--- src/hw/rtl/mrp_pkg.sv ---
// Shared constants and the witness base table for the Miller-Rabin prime test core.
package mrp_pkg;

  localparam int CAND_W        = 32;  // width of the candidate field on in_tdata
  localparam int OUT_TDATA_W   = 8;   // is_prime padded to a byte
  localparam int BASE_W        = 6;   // largest witness base is 41
  localparam int WITNESS_IDX_W = 4;
  localparam logic [WITNESS_IDX_W-1:0] LAST_WITNESS = 4'd12;

  function automatic logic [BASE_W-1:0] witness_base(input logic [WITNESS_IDX_W-1:0] idx);
    logic [BASE_W-1:0] b;
    case (idx)
      4'd0:    b = 6'd2;
      4'd1:    b = 6'd3;
      4'd2:    b = 6'd5;
      4'd3:    b = 6'd7;
      4'd4:    b = 6'd11;
      4'd5:    b = 6'd13;
      4'd6:    b = 6'd17;
      4'd7:    b = 6'd19;
      4'd8:    b = 6'd23;
      4'd9:    b = 6'd29;
      4'd10:   b = 6'd31;
      4'd11:   b = 6'd37;
      default: b = 6'd41;
    endcase
    return b;
  endfunction

endpackage

--- src/hw/rtl/mrp_modmul.sv ---
// Bit-serial interleaved modular multiplier: result = (op_x * op_y) mod modulus.
module mrp_modmul #(
  parameter int W = 32
) (
  input  logic         clk,
  input  logic         rst_n,
  input  logic         start,
  input  logic [W-1:0] op_x,
  input  logic [W-1:0] op_y,     // must be below modulus
  input  logic [W-1:0] modulus,  // at least 2
  output logic         done,
  output logic [W-1:0] result
);

  localparam int CW = $clog2(W);
  localparam logic [CW-1:0] CNT_LAST = CW'(W - 1);

  logic          busy_r, busy_nxt;
  logic          done_r, done_nxt;
  logic [CW-1:0] cnt_r, cnt_nxt;
  logic [W-1:0]  x_r, x_nxt;
  logic [W-1:0]  y_r, y_nxt;
  logic [W-1:0]  n_r, n_nxt;
  logic [W-1:0]  acc_r, acc_nxt;

  logic [W+1:0]  sum;
  logic [W+1:0]  n1;
  logic [W+1:0]  n2;
  logic [W+1:0]  d1;
  logic [W+1:0]  d2;
  logic [W-1:0]  step_res;

  // acc < n and y < n, so 2*acc + y < 3n: at most two subtractions of n
  always_comb begin
    sum = {1'b0, acc_r, 1'b0} + {2'b00, (x_r[W-1] ? y_r : {W{1'b0}})};
    n1  = {2'b00, n_r};
    n2  = {1'b0, n_r, 1'b0};
    d1  = sum - n1;
    d2  = sum - n2;
    if (sum >= n2) begin
      step_res = d2[W-1:0];
    end else if (sum >= n1) begin
      step_res = d1[W-1:0];
    end else begin
      step_res = sum[W-1:0];
    end
  end

  always_comb begin
    busy_nxt = busy_r;
    done_nxt = 1'b0;
    cnt_nxt  = cnt_r;
    x_nxt    = x_r;
    y_nxt    = y_r;
    n_nxt    = n_r;
    acc_nxt  = acc_r;
    if (start) begin
      busy_nxt = 1'b1;
      cnt_nxt  = '0;
      x_nxt    = op_x;
      y_nxt    = op_y;
      n_nxt    = modulus;
      acc_nxt  = '0;
    end else if (busy_r) begin
      acc_nxt = step_res;
      x_nxt   = {x_r[W-2:0], 1'b0};
      cnt_nxt = cnt_r + CW'(1);
      if (cnt_r == CNT_LAST) begin
        busy_nxt = 1'b0;
        done_nxt = 1'b1;
      end
    end
  end

  always_ff @(posedge clk) begin
    if (!rst_n) begin
      busy_r <= 1'b0;
      done_r <= 1'b0;
    end else begin
      busy_r <= busy_nxt;
      done_r <= done_nxt;
    end
    cnt_r <= cnt_nxt;
    x_r   <= x_nxt;
    y_r   <= y_nxt;
    n_r   <= n_nxt;
    acc_r <= acc_nxt;
  end

  assign done   = done_r;
  assign result = acc_r;

endmodule

--- src/hw/rtl/miller_rabin_prime_test_core.sv ---
// Deterministic Miller-Rabin prime test over witness bases 2..41, one shared modular multiplier.
//
// Takes one candidate per request on in_* (low NUM_WIDTH bits used) and returns is_prime on
// out_* (bit 0). in_tready is high only while the sequencer is idle; a finished result sits in
// the output register, so the next candidate can be taken while it waits. Each modular multiply
// runs in the bit-serial multiplier. A witness first reduces its base mod n with one multiply,
// then does NUM_WIDTH squarings plus one multiply per set bit of the odd part m of n-1, then s
// more squarings (n-1 = m*2^s), at most 2*NUM_WIDTH+1 multiplies in all; a base equal to n is
// skipped. A prime goes through all 13 witnesses. A composite usually stops after the first
// witness; 0 and 1 skip the witnesses and go straight to the result.
module miller_rabin_prime_test_core #(
  parameter int NUM_WIDTH = 32
) (
  input  logic                           clk,
  input  logic                           rst_n,
  input  logic                           in_tvalid,
  output logic                           in_tready,
  input  logic [mrp_pkg::CAND_W-1:0]     in_tdata,   // [31:0] candidate
  output logic                           out_tvalid,
  input  logic                           out_tready,
  output logic [mrp_pkg::OUT_TDATA_W-1:0] out_tdata  // [0] is_prime, [7:1] zero
);

  localparam int W  = NUM_WIDTH;
  localparam int SW = $clog2(W);
  localparam logic [SW-1:0] EXP_LAST = SW'(W - 1);
  localparam logic [W-1:0]  ONE      = {{(W-1){1'b0}}, 1'b1};

  typedef enum logic [3:0] {
    S_IDLE, S_SPLIT, S_BASE, S_RED, S_ESQ_GO, S_ESQ, S_EMUL_GO, S_EMUL,
    S_EADV, S_CHK0, S_TSQ_CHK, S_TSQ, S_VERDICT, S_NEXT, S_FINISH
  } state_t;

  state_t state_r, state_nxt;

  logic [W-1:0]  n_r, n_nxt;
  logic [W-1:0]  nm1_r, nm1_nxt;
  logic [W-1:0]  m_r, m_nxt;     // odd part of n-1
  logic [SW-1:0] s_r, s_nxt;     // n-1 = m * 2^s
  logic [mrp_pkg::WITNESS_IDX_W-1:0] bidx_r, bidx_nxt;
  logic [W-1:0]  b_r, b_nxt;     // witness reduced mod n
  logic [W-1:0]  acc_r, acc_nxt;
  logic [W-1:0]  e_r, e_nxt;     // exponent, scanned MSB first
  logic [SW-1:0] ecnt_r, ecnt_nxt;
  logic [SW-1:0] sq_r, sq_nxt;
  logic          pass_r, pass_nxt;
  logic          verdict_r, verdict_nxt;
  logic          out_valid_r, out_valid_nxt;
  logic [mrp_pkg::OUT_TDATA_W-1:0] out_data_r, out_data_nxt;

  logic          mm_start;
  logic [W-1:0]  mm_x;
  logic [W-1:0]  mm_y;
  logic          mm_done;
  logic [W-1:0]  mm_res;
  logic [W-1:0]  base_ext;
  logic [W-1:0]  cand;

  assign base_ext = {{(W-mrp_pkg::BASE_W){1'b0}}, mrp_pkg::witness_base(bidx_r)};
  assign cand     = in_tdata[W-1:0];

  mrp_modmul #(.W(W)) u_modmul (
    .clk     (clk),
    .rst_n   (rst_n),
    .start   (mm_start),
    .op_x    (mm_x),
    .op_y    (mm_y),
    .modulus (n_r),
    .done    (mm_done),
    .result  (mm_res)
  );

  always_comb begin
    state_nxt     = state_r;
    n_nxt         = n_r;
    nm1_nxt       = nm1_r;
    m_nxt         = m_r;
    s_nxt         = s_r;
    bidx_nxt      = bidx_r;
    b_nxt         = b_r;
    acc_nxt       = acc_r;
    e_nxt         = e_r;
    ecnt_nxt      = ecnt_r;
    sq_nxt        = sq_r;
    pass_nxt      = pass_r;
    verdict_nxt   = verdict_r;
    out_valid_nxt = out_valid_r & ~out_tready;
    out_data_nxt  = out_data_r;
    mm_start      = 1'b0;
    mm_x          = acc_r;
    mm_y          = acc_r;

    unique case (state_r)
      S_IDLE: begin
        if (in_tvalid) begin
          n_nxt   = cand;
          nm1_nxt = cand - ONE;
          m_nxt   = cand - ONE;
          s_nxt   = '0;
          if (cand[W-1:1] == '0) begin
            verdict_nxt = 1'b0;
            state_nxt   = S_FINISH;
          end else begin
            state_nxt = S_SPLIT;
          end
        end
      end
      S_SPLIT: begin
        if (!m_r[0]) begin
          m_nxt = {1'b0, m_r[W-1:1]};
          s_nxt = s_r + SW'(1);
        end else begin
          bidx_nxt  = '0;
          state_nxt = S_BASE;
        end
      end
      S_BASE: begin
        // bases are prime, so a base is a multiple of n > 1 only when equal to n
        if (base_ext == n_r) begin
          state_nxt = S_NEXT;
        end else begin
          mm_start  = 1'b1;
          mm_x      = base_ext;
          mm_y      = ONE;
          state_nxt = S_RED;
        end
      end
      S_RED: begin
        if (mm_done) begin
          b_nxt     = mm_res;
          acc_nxt   = ONE;
          e_nxt     = m_r;
          ecnt_nxt  = '0;
          state_nxt = S_ESQ_GO;
        end
      end
      S_ESQ_GO: begin
        mm_start  = 1'b1;
        state_nxt = S_ESQ;
      end
      S_ESQ: begin
        if (mm_done) begin
          acc_nxt   = mm_res;
          state_nxt = e_r[W-1] ? S_EMUL_GO : S_EADV;
        end
      end
      S_EMUL_GO: begin
        mm_start  = 1'b1;
        mm_y      = b_r;
        state_nxt = S_EMUL;
      end
      S_EMUL: begin
        if (mm_done) begin
          acc_nxt   = mm_res;
          state_nxt = S_EADV;
        end
      end
      S_EADV: begin
        e_nxt    = {e_r[W-2:0], 1'b0};
        ecnt_nxt = ecnt_r + SW'(1);
        if (ecnt_r == EXP_LAST) begin
          state_nxt = S_CHK0;
        end else begin
          state_nxt = S_ESQ_GO;
        end
      end
      S_CHK0: begin
        pass_nxt  = (acc_r == ONE) || (acc_r == nm1_r);
        sq_nxt    = '0;
        state_nxt = S_TSQ_CHK;
      end
      S_TSQ_CHK: begin
        // walk a^(m*2^r) for r = 1..s looking for n-1
        if (sq_r == s_r) begin
          state_nxt = S_VERDICT;
        end else begin
          mm_start  = 1'b1;
          state_nxt = S_TSQ;
        end
      end
      S_TSQ: begin
        if (mm_done) begin
          acc_nxt   = mm_res;
          pass_nxt  = pass_r | (mm_res == nm1_r);
          sq_nxt    = sq_r + SW'(1);
          state_nxt = S_TSQ_CHK;
        end
      end
      S_VERDICT: begin
        if (!pass_r) begin
          verdict_nxt = 1'b0;
          state_nxt   = S_FINISH;
        end else begin
          state_nxt = S_NEXT;
        end
      end
      S_NEXT: begin
        if (bidx_r == mrp_pkg::LAST_WITNESS) begin
          verdict_nxt = 1'b1;
          state_nxt   = S_FINISH;
        end else begin
          bidx_nxt  = bidx_r + mrp_pkg::WITNESS_IDX_W'(1);
          state_nxt = S_BASE;
        end
      end
      S_FINISH: begin
        if (!out_valid_r || out_tready) begin
          out_valid_nxt = 1'b1;
          out_data_nxt  = {{(mrp_pkg::OUT_TDATA_W-1){1'b0}}, verdict_r};
          state_nxt     = S_IDLE;
        end
      end
      default: state_nxt = S_IDLE;
    endcase
  end

  always_ff @(posedge clk) begin
    if (!rst_n) begin
      state_r     <= S_IDLE;
      out_valid_r <= 1'b0;
    end else begin
      state_r     <= state_nxt;
      out_valid_r <= out_valid_nxt;
    end
    n_r        <= n_nxt;
    nm1_r      <= nm1_nxt;
    m_r        <= m_nxt;
    s_r        <= s_nxt;
    bidx_r     <= bidx_nxt;
    b_r        <= b_nxt;
    acc_r      <= acc_nxt;
    e_r        <= e_nxt;
    ecnt_r     <= ecnt_nxt;
    sq_r       <= sq_nxt;
    pass_r     <= pass_nxt;
    verdict_r  <= verdict_nxt;
    out_data_r <= out_data_nxt;
  end

  assign in_tready  = (state_r == S_IDLE);
  assign out_tvalid = out_valid_r;
  assign out_tdata  = out_data_r;

endmodule
--- config.mk ---
export PLATFORM = sky130hd
export DESIGN_NAME = miller_rabin_prime_test_core
export DESIGN_NICKNAME = d
export VERILOG_FILES = /design/src/hw/rtl/mrp_pkg.sv /design/src/hw/rtl/mrp_modmul.sv /design/src/hw/rtl/miller_rabin_prime_test_core.sv
export SDC_FILE = /design/constraint.sdc
export NUM_CORES = 1
export LEC_CHECK = 0
export BUFFER_PORTS_ARGS = -buffer_cell sky130_fd_sc_hd__clkbuf_2
export CAP_MARGIN = 20
export CORE_MARGIN = 4
export CORE_UTILIZATION = 69
export CTS_CLUSTER_DIAMETER = 30
export DETAILED_ROUTE_END_ITERATION = 16
export PLACE_DENSITY_LB_ADDON = 0.15
export SLEW_MARGIN = 25
export SYNTH_ARGS = -nofsm -noshare
export SYNTH_HDL_FRONTEND = slang
export SYNTH_SLANG_ARGS = --single-unit
--- constraint.sdc ---
create_clock -name clk -period 8.2 [get_ports clk]
set_clock_uncertainty 0.2 [all_clocks]
set_input_delay 0.82 -clock clk [delete_from_list [all_inputs] [get_ports clk]]
set_output_delay 0.82 -clock clk [all_outputs]
set_load 0.01 [all_outputs]
After elaboration in Yosys (flattened, before gate mapping):

Memories as Yosys holds them, arrays and structs flattened. A register that Yosys moved wholly into a read port is not among the register bits.
Index checks and enable logic that the tools add are counted.

* $lt $le $gt $ge: 2
* equality and inequality tests: 35
* add/subtract/negate cells: 9
* multiplexer cells: 59
* reduce and logical (&&, ||, !) cells: 26
* bitwise logic cells: 5

Operators by type and width (number)
* $mux W32: 13
* $pmux W32 S2: 4
* $eq A32 B32 Y1: 2
* $sub A32 B32 Y32: 2
* $mux W4: 15
* $pmux W4 S15: 1
* $add A33 B32 Y34: 1
* $ge A34 B32 Y1: 1
* $ge A34 B33 Y1: 1
* $eq A32 B1 Y1 const B: 1
* $eq A4 B4 Y1 const B: 8
* $eq A6 B32 Y1: 1
* $sub A32 B1 Y32 const B: 1
* $logic_not A31 Y1: 1
* $pmux W5 S2: 3
* $add A5 B1 Y5 const B: 4
* $mux W5: 4
* $eq A4 B3 Y1 const B: 4
* $ne A2 B2 Y1 const B: 7
* $mux W1: 13
* $ne A2 B1 Y1 const B: 6
* $reduce_and A2 Y1: 6
* $reduce_bool A2 Y1: 6
* $eq A5 B5 Y1 const B: 2
* other kinds (21): 29

* memories kept: 1
* flip-flop bits (word level): 354
* input port bits: 36
* ROM bits: 96
* output and inout port bits: 10
* word-level logic and storage cells: 160

Memory list
* (no name shown): words 16, width 6, read ports 1, clocked after Yosys merged registers in 1, wr ports 0, line mrp_pkg.sv:12 `case (idx)`

Logic depth before layout (Yosys ltp):

Gate-level depths: netlist of the first run.

* word-level depth: 5
* depth in mapped cells: 25

Modules after synthesis:

From an unflattened synthesis of the first run, not the netlist that was laid out.

* cell total of the unflattened synthesis: 2045
* area total of the unflattened synthesis: 21453.1 µm²

Modules (own cells, without submodules)
* miller_rabin_prime_test_core: instances 1, area each 10948.0 µm², seq. area each 6646.4 µm², cells an instance 924
* mrp_modmul: instances 1, area each 10505.1 µm², seq. area each 3663.5 µm², cells an instance 1121

Least setup slack after synthesis of the first run:

Ideal clock, no wire load.

* path type: register to register
* start: reg u_modmul.x_r[31]
* end: reg u_modmul.acc_r[23] (netlist: u_modmul.result[23])
* path slack: 2.879 ns
* arrival: 5.004 ns
* data required time: 7.883 ns
* clock period less this slack: 5.321 ns
* setup time: 0.117 ns
* cell stages (with the launch flop): 23
* cells stage by stage: edfxtp_1 -> clkbuf_1 -> and2_1 -> ha_1 -> inv_1 -> fa_1 -> nand2b_1 -> a21oi_1 -> a41oi_1 -> o21ai_0 -> a21boi_0 -> o21ai_0 -> xor2_1 -> ha_1 -> a211oi_1 -> o211ai_1 -> nand4_1 -> nand2_1 -> or4_1 -> a31o_2 -> nand2b_1 -> or3_1 -> a32o_1

* word-level cells in the longest chain between the ends: 5

RTL lines
* from (decl): line mrp_modmul.sv:21 `logic [W-1:0] x_r, x_nxt;`
* from (signal assigned): line mrp_modmul.sv:84 `x_r <= x_nxt;`
* $mux W32 *: line mrp_modmul.sv:35 `sum = {1'b0, acc_r, 1'b0} + {2'b00, (x_r[W-1] ? y_r : {W{1'b0}})};`
* $add A33 B32 Y34 *: line mrp_modmul.sv:35
* $sub A32 B32 Y32 / $ge A34 B32 Y1 (equally long branches): line mrp_modmul.sv:38, mrp_modmul.sv:42
* $mux W32: line mrp_modmul.sv:42 `end else if (sum >= n1) begin`
* $mux W32 *: line mrp_modmul.sv:40 `if (sum >= n2) begin`
* to (signal assigned): line mrp_modmul.sv:87 `acc_r <= acc_nxt;`
* to (decl): line mrp_modmul.sv:24 `logic [W-1:0] acc_r, acc_nxt;`

Every way passes the cells marked *; elsewhere a longest branch is shown, timed or not.
A chain may end at the register's enable or synchronous reset.

Worst setup path in the final report of the first run:

* start: reg u_modmul.x_r[31]
* end: reg u_modmul.acc_r[7] (netlist: u_modmul.result[7])

The elaborated chain is that of the path after synthesis.

==> flow_summary.toml, run 1 <==
[status]
outcome = "completed"

[clock_tree]
cts.sinks = 360
cts_inserted_buffers = 71
cts-resized-gates = 0
htreeDepth = 3
insertion_delay_ns = 0.61
tritoncts = "yes"
cts_root_buf = "clkbuf_16"
clk_pin_slew_ns = 0.05
hold_buffers = 0
postCtsSetupRepairBufs = 0
clock_path_buffers = 3

[route]
vias = 18361
post_drt_wl_per_cell_um = 25.5
vias_per_cell = 6.91
drt_wl_total_mm = 67.8
drt-pass1-iter-count = 6
drt_iter0_markers = 2556
drc = 0
antenna_left = 0

[yosys]
syn_area_per_cell_um2 = 9.98
synth_flop_cell = "edfxtp_1"
synth_edf_count = 310
ys_top_cells_by_area = "edfxtp_1 43%, ha_1 6.2%, xnor2_1 5.1%, nand2_1 5.1%, dfxtp_1 4.6%"
yosysSeqAreaShare = 0.478
ys.warnings.count = 0
synth_largest_area_cell = "edfxtp_1"
ys_async_sr_fraction = 0
synth_top_area_share = 0.431
syn_inst = 2162
ys_types = 81
synth_seq_cells = 360
syn_area_um2 = 21600

[sta]
layout_setup_ws_ns = 1.30
fin_crit_ns = 6.90
period_share = 0.842
hold-worst-slack_ns = 0.243
finalMaxSlewViolations = 0
relSlewSlack = 0.320
tns_ns = 0
finalSetupViolCount = 0
fmax_mhz = 145
grt_setup_unrepaired = "false"
tightestPinTransition_ns = 1.01
hold_viol_final = 0

[worst_hold_path]
hold_class = "reg2reg"
hold_path_startpoint = "n_r[21]"
holdPathStages = 0

[final_layout]
n_antenna_cell = 0
mostFrequentLayoutCells = "310 x edfxtp_1, 293 x nand2_1, 127 x nor2_1"
drive_gt1_frac = 0.0916
multiInputGateArea_um2 = 10600
final_common_cell = "edfxtp_1"
ff_latch_area_um2 = 10300
design_area_um2 = 24500
fill_cells = 1767
final_nets = 2350
syn_to_final_growth_pct = 13.5

[placed_design]
pre_cts_ws_ns = 1.49
gp_congestion = 0.991
hpwl_mm = 46.2
dpl_cell_area_um2 = 22100
io_buffers = 38

[floorplan]
die_w_um = 185
top_level_ports = 46
coreArea_um2 = 30700
rows = 64
initial_core_util = 0.702
dieArea_um2 = 34200
die_y_um = 185

[critical_path]
crit_required_ns = 8.44
critPathKind = "reg2reg"
critPathArrivalTime_ns = 7.14
rr_worst_depth = 22
end_kind = "flop"
path_max_fanout = 17
r2r_start = "u_modmul.x_r[31]"
start_kind = "flop"
worstSetupStartpoint = "u_modmul.x_r[31]"

[job]
drv.max_cap_violation_count = 0

[grt]
antenna_found_initial = 0
gr-usage-all-layers = 0.394
grt_pass1_vias = 17756
grt_remaining_overflow = 0
grt_pass1_wl_mm = 104
grt_max_degree = 75
## per-stage QoR
stage                     cells  utilization
final                      2656        0.797
after global routing       2656        0.797
after CTS                  2655        0.796
after detailed placement   2526        0.718
after global placement     2525        0.718
after floorplan            2168            -
## critical path, stage by stage (launching register included)
cell	delay, ns
edfxtp_1	0.62
and2_1	0.20
ha_1	0.19
inv_1	0.06
fa_1	0.40
nand2b_1	0.16
a21oi_1	0.23
a41oi_1	0.29
o211ai_1	0.41
o2111ai_1	0.20
nand2_1	0.11
xor2_1	0.29
ha_1	0.41
a211oi_1	0.33
o211ai_1	0.16
nand2_1	0.16
o21bai_1	0.10
or4_1	0.48
a31o_2	0.29
nand2b_1	0.44
nor2_1	0.54
buf_4	0.33
a221oi_1	0.13
## kinds of logic (layout without fill, tap and decap cells)
logic type,count (synthesis),in the layout,synth area share
AOI/OAI and AO/OA,483,483,0.150
xor gates and xnor gates,179,179,0.0727
adders and majority gates,110,110,0.0648
buffers and inverters,185,277,0.0347
DFF,360,360,0.478
muxes,39,39,0.0182
other,1,7,0.000174
and+or+nand+nor,805,805,0.182
## state kept, by name, indices dropped and copies added, names as in the netlist, 5 cells and up
| signal | flops |
|---|---|
| ecnt_r | 5 |
| s_r | 5 |
| u_modmul.cnt_r | 5 |
| sq_r | 5 |
| e_r | 32 |
| u_modmul.x_r | 32 |
| nm1_r | 32 |
| u_modmul.n_r | 32 |
| b_r | 32 |
| u_modmul.y_r | 32 |
| base_ext | 6 |
| u_modmul.result | 32 |
| m_r | 32 |
| n_r | 32 |
| acc_r | 32 |
## path summary, 6_finish.rpt
kind | slack, ns | end
setup / recovery | 1.30 | u_modmul.result[7]
hold / removal | 0.24 | u_modmul.n_r[21]
setup reg to reg | 1.30 | u_modmul.result[7]
hold reg to reg | 0.24 | u_modmul.n_r[21]
## cell type report
| class | count | share of cell area |
|---|---|---|
| Inverter | 88 | 0.0135 |
| Tap cell | 396 | 0.0202 |
| Multi-Input combinational cell | 1623 | 0.432 |
| Sequential cell | 360 | 0.421 |
| Clock buffer | 88 | 0.0768 |
| Timing Repair Buffer | 60 | 0.0161 |
| Clock inverter | 41 | 0.0203 |
## routing by layer
metal / GRT usage / share of wire / vias up
met2: 0.624 / 0.46 / 1303
li1: - / - / 8064
met3: 0.0917 / 0.10 / 285
met1: 0.512 / 0.37 / 8709
met4: 0.202 / 0.059 / 0
met5: 0 / 0 / -
## cells in the mapped netlist (18+ instances only)
master / instances
a211oi_1: 25
a21o_1: 36
a21oi_1: 122
a22o_1: 34
a31oi_1: 23
and2_1: 72
clkbuf_1: 79
dfxtp_1: 50
edfxtp_1: 310
ha_1: 107
inv_1: 86
mux2i_1: 37
nand2_1: 293
nand2b_1: 24
nand3_1: 74
nand3b_1: 18
nand4_1: 38
nor2_1: 130
nor3_1: 46
nor4_1: 27
o211ai_1: 21
o21ai_0: 95
or3_1: 18
xnor2_1: 126
xor2_1: 53
Power of run 1 is left out: the tool's default activity adds up to more than one toggle a clock period on the data nets, which glitch-free logic cannot reach.
==> inputs of run 2 (changes only) <==
--- a/config.mk
+++ b/config.mk
@@ -8,7 +8,7 @@
 export BUFFER_PORTS_ARGS = -buffer_cell sky130_fd_sc_hd__clkbuf_2
 export CAP_MARGIN = 20
 export CORE_MARGIN = 4
-export CORE_UTILIZATION = 69
+export CORE_UTILIZATION = 58
 export CTS_CLUSTER_DIAMETER = 30
 export DETAILED_ROUTE_END_ITERATION = 16
 export PLACE_DENSITY_LB_ADDON = 0.15
==> constraint.sdc (replaced) <==
create_clock -name clk -period 6.2 [get_ports clk]
set_clock_uncertainty 0.2 [all_clocks]
set_input_delay 0.62 -clock clk [delete_from_list [all_inputs] [get_ports clk]]
set_output_delay 0.62 -clock clk [all_outputs]
set_load 0.01 [all_outputs]
==> run 2 against run 1 <==
Final area is 3.3% higher. Non-clock buffer count increased by 55. Via count shrank 3.6%. Register-to-register slack got worse by 1.0 ns. Clock-buffer cell count grew 6. Critical path depth decreased by 1. Sequential cell count unchanged. Hold slack lost 0.17 ns. Global-route usage is 7.7 points lower. Die area rose by 18%.
==> flow_summary.toml, run 2 (synthesis gave the netlist of run 1 again) <==
[final_layout]
fin_util = 0.691
mostFrequentLayoutCells = "310 x edfxtp_1, 293 x nand2_1, 127 x nor2_1"
design_area_um2 = 25300
final_nets = 2410
fill_cells = 2762
n_antenna_cell = 0
syn_to_final_growth_pct = 17.3
drive_gt1_frac = 0.119
final_common_cell = "edfxtp_1"

[sta]
tns_ns = 0
fmax_mhz = 169
relSlewSlack = 0.351
finalSetupViolCount = 0
fin_crit_ns = 5.92
tightestPinTransition_ns = 0.970
hold_viol_final = 0
finalMaxSlewViolations = 0
period_share = 0.955

[floorplan]
rows = 70
die_w_um = 201
coreArea_um2 = 36600
top_level_ports = 46
initial_core_util = 0.589
dieArea_um2 = 40400
die_y_um = 201

[grt]
grt_max_degree = 75
grt_remaining_overflow = 0
grt_pass1_wl_mm = 100
grt_pass1_vias = 17133
antenna_found_initial = 0
gr-usage-all-layers = 0.317

[clock_tree]
cts_root_buf = "clkbuf_16"
htreeDepth = 3
cts.sinks = 360
insertion_delay_ns = 0.59
tritoncts = "yes"
cts_inserted_buffers = 76
clk_pin_slew_ns = 0.05
clock_path_buffers = 3

[critical_path]
end_kind = "flop"
start_kind = "flop"
critPathArrivalTime_ns = 6.22
path_max_fanout = 7
worstSetupStartpoint = "u_modmul.x_r[31]"
crit_required_ns = 6.50
r2r_start = "u_modmul.x_r[31]"
critPathKind = "reg2reg"

[route]
drc = 0
drt_iter0_markers = 1863
drt-pass1-iter-count = 6
drt_wl_total_mm = 65.7
vias_per_cell = 6.34
antenna_left = 0
vias = 17703
post_drt_wl_per_cell_um = 23.5

[worst_hold_path]
hold_class = "in2reg"
hold_path_startpoint = "in_tdata[16]"

[placed_design]
hpwl_mm = 48.7
dpl_cell_area_um2 = 22600
io_buffers = 38
gp_congestion = 1.02

[status]
outcome = "completed"

[job]
drv.max_cap_violation_count = 0
==> run 2: cell types whose count changed in the layout (fill, tap and decap cells not counted), sizes merged <==
| cell | before | now |
|---|---|---|
| clkbuf | 126 | 132 |
| inv | 92 | 91 |
| clkinv | 27 | 32 |
| bufinv | 5 | 11 |
| buf | 22 | 77 |
| clkinvlp | 5 | 0 |
==> run 2: per-layer routing <==
layer | vias to the layer above | global-route usage | wire, um
met5 | - | 0 | 0
met4 | 0 | 0.148 | 3330
met3 | 182 | 0.0512 | 4990
met2 | 818 | 0.510 | 30400
met1 | 8520 | 0.425 | 26900
li1 | 8183 | - | -
==> run 2: timing repair <==
item                       4_1_cts  5_1_grt
setup endpoints to repair        0        9
hold buffers                     0        0
gates resized for setup          0        2
buffers inserted                 0        1
==> run 2: through the flow <==
stage          worst slack [ns]  std cells  hold WS [ns]
2_1_floorplan             0.879       2168         0.200
3_3_place_gp              0.511       2653         0.201
3_5_place_dp              0.357       2653         0.205
4_1_cts                   0.328       2793        0.0447
5_1_grt                 -0.0194       2794        0.0545
6_report                  0.280       2794        0.0705
==> run 2: worst max-delay path: stages, from the launching register on <==
cell      delay, ns
edfxtp_1       0.37
and2_1         0.15
ha_1           0.19
inv_1          0.07
fa_1           0.39
nand2b_1       0.16
a21oi_1        0.23
a41oi_1        0.29
o211ai_1       0.39
a31o_2         0.23
a41oi_1        0.15
xnor2_1        0.45
ha_1           0.38
inv_1          0.14
o21bai_1       0.14
o21bai_1       0.21
or4_1          0.48
a31o_2         0.30
nand2b_1       0.21
buf_4          0.19
or3_1          0.34
a31oi_1        0.15
==> run 2: cell type report <==
| class | instances | area [um^2] | share of cell area |
|---|---|---|---|
| Clock buffer | 94 | 2060 | 0.0814 |
| Tap cell | 468 | 586 | 0.0231 |
| Sequential cell | 360 | 10300 | 0.408 |
| Clock inverter | 46 | 617 | 0.0244 |
| Multi-Input combinational cell | 1623 | 10600 | 0.419 |
| Timing Repair Buffer | 115 | 793 | 0.0314 |
| Inverter | 88 | 332 | 0.0131 |
==> run 2: path summary, 6_finish.rpt <==
kind / slack [ns] / endpoint / cells after the start
worst max-delay path: 0.28 / u_modmul.result[0] / 21
worst min-delay path: 0.07 / n_r[16] / 1
worst max register to register: 0.28 / u_modmul.result[0] / 21
worst min register to register: 0.22 / out_tdata[0] / 0
Power of run 2 is left out for the same reason.
